File: src/rtl/c8x_pkg.sv
package c8x_pkg;

  localparam int unsigned STACK_DEPTH = 16;
  localparam int unsigned SP_W        = $clog2(STACK_DEPTH + 1);
  localparam int unsigned SIDX_W      = $clog2(STACK_DEPTH);

  localparam logic [11:0] PC_RESET = 12'h200;

  localparam logic [3:0] OP_SYS   = 4'h0;
  localparam logic [3:0] OP_JP    = 4'h1;
  localparam logic [3:0] OP_CALL  = 4'h2;
  localparam logic [3:0] OP_SE_I  = 4'h3;
  localparam logic [3:0] OP_SNE_I = 4'h4;
  localparam logic [3:0] OP_SE_R  = 4'h5;
  localparam logic [3:0] OP_LD_I  = 4'h6;
  localparam logic [3:0] OP_ADD_I = 4'h7;
  localparam logic [3:0] OP_ALU   = 4'h8;
  localparam logic [3:0] OP_SNE_R = 4'h9;
  localparam logic [3:0] OP_LD_IX = 4'hA;
  localparam logic [3:0] OP_JP_V0 = 4'hB;
  localparam logic [3:0] OP_RND   = 4'hC;
  localparam logic [3:0] OP_DRW   = 4'hD;
  localparam logic [3:0] OP_KEY   = 4'hE;
  localparam logic [3:0] OP_MISC  = 4'hF;

  localparam logic [3:0] ALU_LD   = 4'h0;
  localparam logic [3:0] ALU_OR   = 4'h1;
  localparam logic [3:0] ALU_AND  = 4'h2;
  localparam logic [3:0] ALU_XOR  = 4'h3;
  localparam logic [3:0] ALU_ADD  = 4'h4;
  localparam logic [3:0] ALU_SUB  = 4'h5;
  localparam logic [3:0] ALU_SHR  = 4'h6;
  localparam logic [3:0] ALU_SUBN = 4'h7;
  localparam logic [3:0] ALU_SHL  = 4'hE;

  localparam logic [15:0] INS_CLS = 16'h00E0;
  localparam logic [15:0] INS_RET = 16'h00EE;

  localparam logic [7:0] KEY_SKP  = 8'h9E;
  localparam logic [7:0] KEY_SKNP = 8'hA1;

  localparam logic [7:0] FN_LD_VX_DT = 8'h07;
  localparam logic [7:0] FN_LD_K     = 8'h0A;
  localparam logic [7:0] FN_LD_DT    = 8'h15;
  localparam logic [7:0] FN_LD_ST    = 8'h18;
  localparam logic [7:0] FN_ADD_I    = 8'h1E;
  localparam logic [7:0] FN_LD_F     = 8'h29;
  localparam logic [7:0] FN_LD_B     = 8'h33;
  localparam logic [7:0] FN_ST_REGS  = 8'h55;
  localparam logic [7:0] FN_LD_REGS  = 8'h65;

  localparam logic [3:0] REG_FLAG = 4'hF;

  typedef enum logic [2:0] {
    ST_OK          = 3'd0,
    ST_UNKNOWN     = 3'd1,
    ST_UNSUPPORTED = 3'd2,
    ST_OVERFLOW    = 3'd3,
    ST_UNDERFLOW   = 3'd4
  } status_e;

  typedef struct packed {
    logic [7:0]      vx;
    logic [7:0]      vy;
    logic [7:0]      v0;
    logic [7:0]      vf;
    logic [11:0]     pc;
    logic [11:0]     index;
    logic [SP_W-1:0] sp;
    logic [11:0]     stack_top;
    logic [7:0]      delay;
    logic [7:0]      sound;
  } view_t;

  typedef struct packed {
    logic        reg_we;
    logic [3:0]  reg_num;
    logic [7:0]  reg_data;
    logic        flag_we;
    logic [7:0]  flag_data;
    logic [11:0] pc;
    logic        index_we;
    logic [11:0] index;
    logic        push;
    logic        pop;
    logic [11:0] push_data;
    logic        delay_we;
    logic        sound_we;
    logic [7:0]  timer_data;
  } update_t;

  typedef struct packed {
    logic [11:0] next_pc;
    logic [2:0]  status;
    logic [11:0] index_value;
    logic        reg_write_enable;
    logic [3:0]  reg_write_number;
    logic [7:0]  reg_write_data;
    logic [7:0]  flag_value;
    logic [7:0]  delay_value;
    logic [7:0]  sound_value;
  } result_t;

endpackage

File: src/rtl/c8x_exec.sv
module c8x_exec (
  input  logic [15:0]      instr_i,
  input  logic [7:0]       rnd_i,
  input  c8x_pkg::view_t   view_i,
  output c8x_pkg::update_t upd_o,
  output c8x_pkg::result_t res_o
);
  import c8x_pkg::*;

  logic [3:0]  top;
  logic [3:0]  x;
  logic [3:0]  n;
  logic [7:0]  nn;
  logic [11:0] nnn;
  logic [11:0] pc2;
  logic [11:0] pc4;
  logic [8:0]  sum;
  status_e     st;
  logic        wr;
  logic [7:0]  wval;
  logic        fwr;
  logic [7:0]  fval;
  logic [11:0] npc;
  logic        idx_we;
  logic        push;
  logic        pop;
  logic        dly_we;
  logic        snd_we;
  logic        x_is_f;
  logic [7:0]  rep_data;
  logic [7:0]  flag_after;

  assign top    = instr_i[15:12];
  assign x      = instr_i[11:8];
  assign n      = instr_i[3:0];
  assign nn     = instr_i[7:0];
  assign nnn    = instr_i[11:0];
  assign pc2    = view_i.pc + 12'd2;
  assign pc4    = view_i.pc + 12'd4;
  assign sum    = {1'b0, view_i.vx} + {1'b0, view_i.vy};
  assign x_is_f = (x == REG_FLAG);

  always_comb begin
    st     = ST_OK;
    wr     = 1'b0;
    wval   = 8'd0;
    fwr    = 1'b0;
    fval   = 8'd0;
    npc    = pc2;
    idx_we = 1'b0;
    push   = 1'b0;
    pop    = 1'b0;
    dly_we = 1'b0;
    snd_we = 1'b0;
    case (top)
      OP_SYS: begin
        if (instr_i == INS_CLS) begin
          st = ST_UNSUPPORTED;
        end else if (instr_i == INS_RET) begin
          if (view_i.sp == '0) begin
            st = ST_UNDERFLOW;
          end else begin
            pop = 1'b1;
            npc = view_i.stack_top;
          end
        end else begin
          st = ST_UNKNOWN;
        end
      end
      OP_JP: npc = nnn;
      OP_CALL: begin
        if (view_i.sp >= SP_W'(STACK_DEPTH)) begin
          st = ST_OVERFLOW;
        end else begin
          push = 1'b1;
          npc  = nnn;
        end
      end
      OP_SE_I:  npc = (view_i.vx == nn) ? pc4 : pc2;
      OP_SNE_I: npc = (view_i.vx != nn) ? pc4 : pc2;
      OP_SE_R:  npc = (view_i.vx == view_i.vy) ? pc4 : pc2;
      OP_SNE_R: npc = (view_i.vx != view_i.vy) ? pc4 : pc2;
      OP_LD_I: begin
        wr   = 1'b1;
        wval = nn;
      end
      OP_ADD_I: begin
        // add into the flag register is dropped
        if (!x_is_f) begin
          wr   = 1'b1;
          wval = view_i.vx + nn;
        end
      end
      OP_ALU: begin
        case (n)
          ALU_LD: begin
            wr   = 1'b1;
            wval = view_i.vy;
          end
          ALU_OR: begin
            wr   = 1'b1;
            wval = view_i.vx | view_i.vy;
          end
          ALU_AND: begin
            wr   = 1'b1;
            wval = view_i.vx & view_i.vy;
          end
          ALU_XOR: begin
            wr   = 1'b1;
            wval = view_i.vx ^ view_i.vy;
          end
          ALU_ADD: begin
            wr   = 1'b1;
            wval = sum[7:0];
            fwr  = 1'b1;
            fval = {7'd0, sum[8]};
          end
          ALU_SUB: begin
            wr   = 1'b1;
            wval = view_i.vx - view_i.vy;
            fwr  = 1'b1;
            fval = {7'd0, view_i.vx >= view_i.vy};
          end
          ALU_SHR: begin
            wr   = 1'b1;
            wval = {1'b0, view_i.vx[7:1]};
            fwr  = 1'b1;
            fval = {7'd0, view_i.vx[0]};
          end
          ALU_SUBN: begin
            wr   = 1'b1;
            wval = view_i.vy - view_i.vx;
            fwr  = 1'b1;
            fval = {7'd0, view_i.vy >= view_i.vx};
          end
          ALU_SHL: begin
            wr   = 1'b1;
            wval = {view_i.vx[6:0], 1'b0};
            fwr  = 1'b1;
            fval = {7'd0, view_i.vx[7]};
          end
          default: st = ST_UNKNOWN;
        endcase
      end
      OP_LD_IX: idx_we = 1'b1;
      OP_JP_V0: npc = {4'd0, view_i.v0} + nnn;
      OP_RND: begin
        wr   = 1'b1;
        wval = rnd_i & nn;
      end
      OP_DRW: st = ST_UNSUPPORTED;
      OP_KEY: st = (nn == KEY_SKP || nn == KEY_SKNP) ? ST_UNSUPPORTED : ST_UNKNOWN;
      OP_MISC: begin
        case (nn)
          FN_LD_VX_DT: begin
            wr   = 1'b1;
            wval = view_i.delay;
          end
          FN_LD_DT: dly_we = 1'b1;
          FN_LD_ST: snd_we = 1'b1;
          FN_LD_K, FN_ADD_I, FN_LD_F, FN_LD_B, FN_ST_REGS, FN_LD_REGS: st = ST_UNSUPPORTED;
          default: st = ST_UNKNOWN;
        endcase
      end
      default: st = ST_UNKNOWN;
    endcase
    // faults leave everything as it was
    if (st inside {ST_UNKNOWN, ST_OVERFLOW, ST_UNDERFLOW}) begin
      npc = view_i.pc;
      wr  = 1'b0;
      fwr = 1'b0;
    end
  end

  // flag write wins over the register write when x is the flag register
  assign rep_data   = (fwr && x_is_f) ? fval : wval;
  assign flag_after = fwr ? fval : ((wr && x_is_f) ? wval : view_i.vf);

  always_comb begin
    upd_o.reg_we     = wr;
    upd_o.reg_num    = x;
    upd_o.reg_data   = wval;
    upd_o.flag_we    = fwr;
    upd_o.flag_data  = fval;
    upd_o.pc         = npc;
    upd_o.index_we   = idx_we;
    upd_o.index      = nnn;
    upd_o.push       = push;
    upd_o.pop        = pop;
    upd_o.push_data  = pc2;
    upd_o.delay_we   = dly_we;
    upd_o.sound_we   = snd_we;
    upd_o.timer_data = view_i.vx;

    res_o.next_pc          = npc;
    res_o.status           = st;
    res_o.index_value      = idx_we ? nnn : view_i.index;
    res_o.reg_write_enable = wr;
    res_o.reg_write_number = wr ? x : 4'd0;
    res_o.reg_write_data   = wr ? rep_data : 8'd0;
    res_o.flag_value       = flag_after;
    res_o.delay_value      = dly_we ? view_i.vx : view_i.delay;
    res_o.sound_value      = snd_we ? view_i.vx : view_i.sound;
  end

endmodule

File: src/rtl/c8x_state.sv
module c8x_state (
  input  logic             clk_i,
  input  logic             rst_ni,
  input  logic             commit_i,
  input  logic [3:0]       rd_x_i,
  input  logic [3:0]       rd_y_i,
  input  c8x_pkg::update_t upd_i,
  output c8x_pkg::view_t   view_o
);
  import c8x_pkg::*;

  // two copies of the register file: copy a feeds vx, v0 and vf, copy b feeds vy
  logic [7:0]        regs_a_q [16];
  logic [7:0]        regs_b_q [16];
  logic [11:0]       stack_q  [STACK_DEPTH];
  logic [11:0]       index_q;
  logic [11:0]       pc_q;
  logic [SP_W-1:0]   sp_q;
  logic [SP_W-1:0]   sp_m1;
  logic [7:0]        delay_q;
  logic [7:0]        sound_q;

  assign sp_m1 = sp_q - SP_W'(1);

  always_ff @(posedge clk_i or negedge rst_ni) begin
    if (!rst_ni) begin
      for (int i = 0; i < 16; i++) begin
        regs_a_q[i] <= 8'd0;
        regs_b_q[i] <= 8'd0;
      end
      index_q <= 12'd0;
      pc_q    <= PC_RESET;
      sp_q    <= '0;
      delay_q <= 8'd0;
      sound_q <= 8'd0;
    end else if (commit_i) begin
      for (int i = 0; i < 16; i++) begin
        if (upd_i.flag_we && 4'(i) == REG_FLAG) begin
          regs_a_q[i] <= upd_i.flag_data;
          regs_b_q[i] <= upd_i.flag_data;
        end else if (upd_i.reg_we && 4'(i) == upd_i.reg_num) begin
          regs_a_q[i] <= upd_i.reg_data;
          regs_b_q[i] <= upd_i.reg_data;
        end
      end
      pc_q <= upd_i.pc;
      if (upd_i.index_we) begin
        index_q <= upd_i.index;
      end
      if (upd_i.push) begin
        sp_q <= sp_q + SP_W'(1);
      end else if (upd_i.pop) begin
        sp_q <= sp_m1;
      end
      if (upd_i.delay_we) begin
        delay_q <= upd_i.timer_data;
      end
      if (upd_i.sound_we) begin
        sound_q <= upd_i.timer_data;
      end
    end
  end

  always_ff @(posedge clk_i) begin
    if (commit_i && upd_i.push) begin
      stack_q[sp_q[SIDX_W-1:0]] <= upd_i.push_data;
    end
  end

  always_comb begin
    view_o.vx        = regs_a_q[rd_x_i];
    view_o.vy        = regs_b_q[rd_y_i];
    view_o.v0        = regs_a_q[0];
    view_o.vf        = regs_a_q[15];
    view_o.pc        = pc_q;
    view_o.index     = index_q;
    view_o.sp        = sp_q;
    view_o.stack_top = stack_q[sp_m1[SIDX_W-1:0]];
    view_o.delay     = delay_q;
    view_o.sound     = sound_q;
  end

endmodule

File: src/rtl/chip8_cpu_execute_top.sv
// an accepted word waits in the input register until its result is registered
// throughput: one instruction per cycle while the output is not stalled, bounded
//   by the single execute stage between the input register and the result register
// reset: asynchronous active low; registers, index, timers and stack pointer
//   clear, program counter loads 0x200; call stack contents are not cleared
module chip8_cpu_execute_top (
  input  logic        clk_i,
  input  logic        rst_ni,
  input  logic        s_axis_tvalid_i,
  output logic        s_axis_tready_o,
  input  logic [23:0] s_axis_tdata_i,  // instruction[15:0], random_byte[23:16]
  output logic        m_axis_tvalid_o,
  input  logic        m_axis_tready_i,
  output logic [63:0] m_axis_tdata_o   // next_pc[11:0], status[14:12], index_value[26:15],
                                       // reg_write_enable[27], reg_write_number[31:28],
                                       // reg_write_data[39:32], flag_value[47:40],
                                       // delay_value[55:48], sound_value[63:56]
);
  import c8x_pkg::*;

  logic        in_vld_q;
  logic [15:0] instr_q;
  logic [7:0]  rnd_q;
  logic        out_vld_q;
  result_t     res_q;
  result_t     res_d;
  update_t     upd;
  view_t       view;
  logic        adv;

  assign adv             = in_vld_q && (!out_vld_q || m_axis_tready_i);
  assign s_axis_tready_o = !in_vld_q || adv;

  always_ff @(posedge clk_i or negedge rst_ni) begin
    if (!rst_ni) begin
      in_vld_q  <= 1'b0;
      out_vld_q <= 1'b0;
    end else begin
      if (s_axis_tvalid_i && s_axis_tready_o) begin
        in_vld_q <= 1'b1;
      end else if (adv) begin
        in_vld_q <= 1'b0;
      end
      if (adv) begin
        out_vld_q <= 1'b1;
      end else if (m_axis_tready_i) begin
        out_vld_q <= 1'b0;
      end
    end
  end

  always_ff @(posedge clk_i) begin
    if (s_axis_tvalid_i && s_axis_tready_o) begin
      instr_q <= s_axis_tdata_i[15:0];
      rnd_q   <= s_axis_tdata_i[23:16];
    end
    if (adv) begin
      res_q <= res_d;
    end
  end

  c8x_state u_state (
    .clk_i    (clk_i),
    .rst_ni   (rst_ni),
    .commit_i (adv),
    .rd_x_i   (instr_q[11:8]),
    .rd_y_i   (instr_q[7:4]),
    .upd_i    (upd),
    .view_o   (view)
  );

  c8x_exec u_exec (
    .instr_i (instr_q),
    .rnd_i   (rnd_q),
    .view_i  (view),
    .upd_o   (upd),
    .res_o   (res_d)
  );

  assign m_axis_tvalid_o = out_vld_q;
  assign m_axis_tdata_o  = {res_q.sound_value, res_q.delay_value, res_q.flag_value,
                            res_q.reg_write_data, res_q.reg_write_number,
                            res_q.reg_write_enable, res_q.index_value, res_q.status,
                            res_q.next_pc};

  a_sp_bound: assert property (@(posedge clk_i) disable iff (!rst_ni)
    view.sp <= SP_W'(STACK_DEPTH))
    else $error("stack pointer beyond depth");

  a_stall: assert property (@(posedge clk_i) disable iff (!rst_ni)
    !s_axis_tready_o |-> (in_vld_q && m_axis_tvalid_o && !m_axis_tready_i))
    else $error("input stalled without output back-pressure");

  a_fault_pc: assert property (@(posedge clk_i) disable iff (!rst_ni)
    (adv && (res_d.status == ST_OVERFLOW || res_d.status == ST_UNDERFLOW ||
             res_d.status == ST_UNKNOWN))
    |=> (view.pc == $past(view.pc) && view.sp == $past(view.sp) && m_axis_tvalid_o))
    else $error("faulting instruction changed state");

  a_push: assert property (@(posedge clk_i) disable iff (!rst_ni)
    (adv && upd.push) |=> view.sp == $past(view.sp) + SP_W'(1))
    else $error("call did not advance stack pointer");

endmodule

File: config.mk
export PLATFORM = sky130hd
export DESIGN_NAME = chip8_cpu_execute_top
export DESIGN_NICKNAME = d
export VERILOG_FILES = /design/src/rtl/c8x_pkg.sv /design/src/rtl/c8x_exec.sv /design/src/rtl/c8x_state.sv /design/src/rtl/chip8_cpu_execute_top.sv
export SDC_FILE = /design/constraint.sdc
export NUM_CORES = 1
export LEC_CHECK = 0
export BUFFER_PORTS_ARGS = -buffer_cell sky130_fd_sc_hd__buf_2
export CORE_ASPECT_RATIO = 1.4
export CORE_MARGIN = 4
export CORE_UTILIZATION = 35
export DETAILED_ROUTE_END_ITERATION = 12
export HOLD_SLACK_MARGIN = 0.06
export PLACE_DENSITY = 0.58
export RECOVER_POWER = 50
export SKIP_CTS_REPAIR_TIMING = 1
export SLEW_MARGIN = 20
export SYNTH_ARGS = -nofsm -noshare
export SYNTH_HDL_FRONTEND = slang
export SYNTH_SLANG_ARGS = --single-unit
File: constraint.sdc
create_clock -name clk_i -period 4.9 [get_ports clk_i]
set_clock_uncertainty 0.15 [all_clocks]
set_input_delay 0.245 -clock clk_i [delete_from_list [all_inputs] [get_ports clk_i]]
set_output_delay 0.245 -clock clk_i [all_outputs]
set_load 0.02 [all_outputs]
==> impl_metrics.json <==
{
  "clock_latency_ps": 620,
  "yosysSeqAreaShare_pct": 53.8,
  "fin_tns_setup_ps": 0,
  "power_frac_seq_pct": 43.3,
  "vias_per_cell": 5.71,
  "start_util_pct": 35.5,
  "dieArea_sq_mm": 0.0723,
  "syn_area_per_cell_sq_um": 12.2,
  "drv_slew": 222,
  "grt_overflow": 0,
  "gr-usage-all-layers_pct": 20.7,
  "core_sq_mm": 0.0670,
  "synthTopCellsByCount": "edfxtp_1 (280), nand2_1 (277), dfrtp_1 (174)",
  "maxCapViolations": 4,
  "min_period_ps": 4790,
  "intPower_mw": 7.51,
  "arrival_ps": 4950,
  "cts_sinks": 455,
  "hp-class": "input pin to register",
  "syn_inst": 1949,
  "die_y_microns": 316,
  "placed_area_sq_mm": 0.0260,
  "cts_tree": "yes",
  "ys_async_sr_fraction_pct": 38.5,
  "end_kind": "register",
  "irDropWorstVdd_uv": 215,
  "sw_frac_of_total_pct": 32.3,
  "layout-drive-gt1-share_pct": 19.7,
  "first_pass_iters": 7,
  "grt_pass1_vias": 17100,
  "io_pins": 94,
  "synth.area.top_cells": "edfxtp_1 (35%), dfrtp_1 (18%), mux4_2 (12%)",
  "setup_viol": 0,
  "synth_area_sq_mm": 0.0238,
  "core.rowCount": 112,
  "grt_pass1_wl_mm": 114,
  "rsz0062_at_grt": "true",
  "synth_area_leader_cell": "edfxtp_1",
  "synth.distinct_cells": 86,
  "io_buffer_count": 93,
  "grt_max_degree": 93,
  "finalHoldViolations": 0,
  "wl_per_cell_microns": 25.5,
  "required_ps": 5060,
  "p_switching_mw": 3.59,
  "cts_inserted_buffers": 45,
  "ant_nets": 0,
  "routed-via-count": 17300,
  "synth-main-ff-cell": "edfxtp_1",
  "synth-edff-count": 280,
  "tightestPinTransition_ps": 2330,
  "relSlewSlack_pct": -55.5,
  "die_width_microns": 228,
  "power_per_cell_area_mw_per_mm2": 401,
  "hpwl_mm": 56.1,
  "min_period_over_period_pct": 97.7,
  "drc": 0,
  "max_freq_mhz": 209,
  "h-tree-depth": 2,
  "combPwrFrac_pct": 27.1,
  "root_buffer": "clkbuf_16",
  "finalInstanceArea_sq_mm": 0.0277,
  "whs_ps": 204,
  "ys_seq_elements": 455,
  "synth.most_common_cell": "edfxtp_1",
  "status": "finished with violations",
  "failed_checks": "capacitance limit, slew limit",
  "final_cells": 3025,
  "gp_congestion": 1.04,
  "areaGrowthSynthToFinish_pct": 16.3,
  "clockBufferDepth": 3,
  "layout_setup_ws_ps": 111,
  "drt_iter0_drc": 1491,
  "worstSetupStartpointType": "register",
  "crit_fanout": 18,
  "clk_pin_slew_ps": 60,
  "dp_slack_ps": -164,
  "routed_wl_mm": 77.3,
  "yosys_warnings": 0,
  "critPathKind": "register to register",
  "syn_nets": 2036,
  "nets": 2220,
  "antenna_found_initial": 1,
  "dp_cells": 2908,
  "leakage_nw": 10.3,
  "p_clk_share_pct": 29.6,
  "yosysTopAreaCellShare_pct": 35.3
}
logic make-up (layout without fill, tap and decap cells):
group	after synthesis	in the layout	synth area share, %
compound gates	465	465	12.3
flops	455	455	53.8
xor+xnor	39	39	1.51
buf+inv	173	393	3.12
simple gates	581	581	11.5
mux	177	177	14.6
fa+ha+maj	59	59	3.26
other cells	0	1	0
worst max-delay path, cell delays in order, from the launching register on:
cell and delay (ps):
edfxtp_1 390, buf_4 170, clkbuf_16 220, mux4_2 530, mux4_2 570, inv_1 160, ha_1 290, buf_4 190
clkinvlp_4 130, o21ai_0 170, or4_1 420, a41oi_1 260, o2111ai_1 190, a221oi_2 360, buf_12 190, a21oi_1 70
per-layer routing:
metal	GRT usage, %	part of all wire [%]	vias up
met4	9.20	5.4	0
met3	2.53	4.6	186
met1	24.9	38	8751
li1	-	-	7730
met5	0	0	-
met2	37.5	52	593
layout make-up:
cell class | instances | area, sq um
Antenna cell | 1 | 2.50
Timing Repair Buffer | 267 | 1850
Clock inverter | 25 | 205
Tap cell | 855 | 1070
Sequential cell | 455 | 12800
Clock buffer | 58 | 1170
Inverter | 43 | 166
Fill cell | 6291 | 39300
Multi-Input combinational cell | 1321 | 10400
cell usage in the layout (no fill, tap or decap), types with 30 or more instances in the layout:
cell type | netlist | layout
o31ai_1 | 30 | 30
clkbuf_16 | 0 | 47
o21ai_0 | 156 | 154
dfrtp_1 | 174 | 173
o21ai_1 | 28 | 30
edfxtp_1 | 280 | 280
ha_1 | 54 | 52
nor2_1 | 109 | 109
buf_4 | 5 | 125
nand2_1 | 277 | 277
inv_1 | 42 | 40
a21oi_1 | 103 | 101
mux4_2 | 126 | 126
clkbuf_1 | 84 | 94
path summary, 6_finish.rpt:
path | cells after the start | end | startpoint | slack [ps]
min in group asynchronous | 2 | u_state.pc_q[4] | rst_ni | 630
hold / removal | 2 | instr_q[1] | s_axis_tdata_i[1] | 200
setup / recovery | 15 | m_axis_tdata_o[46] | instr_q[4] | 110
setup reg to reg | 15 | m_axis_tdata_o[46] | instr_q[4] | 110
hold reg to reg | 2 | u_state.index_q[8] | u_state.index_q[8] | 320
max in group asynchronous | 3 | u_state.regs_a_q[13] | rst_ni | 850
power by group through the flow:
stage                     registers [mW]  clock network, mW  logic, mW
final                               4.80               3.29       3.01
after CTS                           4.79               3.37       3.03
after detailed placement            4.86                  0       3.02
after global placement              4.86                  0       2.99
after global routing                4.83               3.52       3.22
after floorplan                     4.81                  0       1.89
through the flow:
step	power (mW)	util, %
after global routing	11.6	41.3
after global placement	7.85	38.8
final	11.1	41.3
after CTS	11.2	40.9
after floorplan	6.70	-
after detailed placement	7.89	38.8
sequential cells by signal, summed over array words and instances, names as in the netlist:
| name | cells |
|---|---|
| u_state.stack_q | 192 |
| u_state.sp_q | 5 |
| rnd_q | 8 |
| u_state.pc_q | 12 |
| m_axis_tdata_o | 64 |
| u_state.index_q | 12 |
| m_axis_tvalid_o | 1 |
| u_state.delay_q | 8 |
| in_vld_q | 1 |
| u_state.sound_q | 8 |
| instr_q | 16 |
| u_state.view_o | 16 |
| u_state.regs_a_q | 112 |
Power figures use the tool's default switching activity.
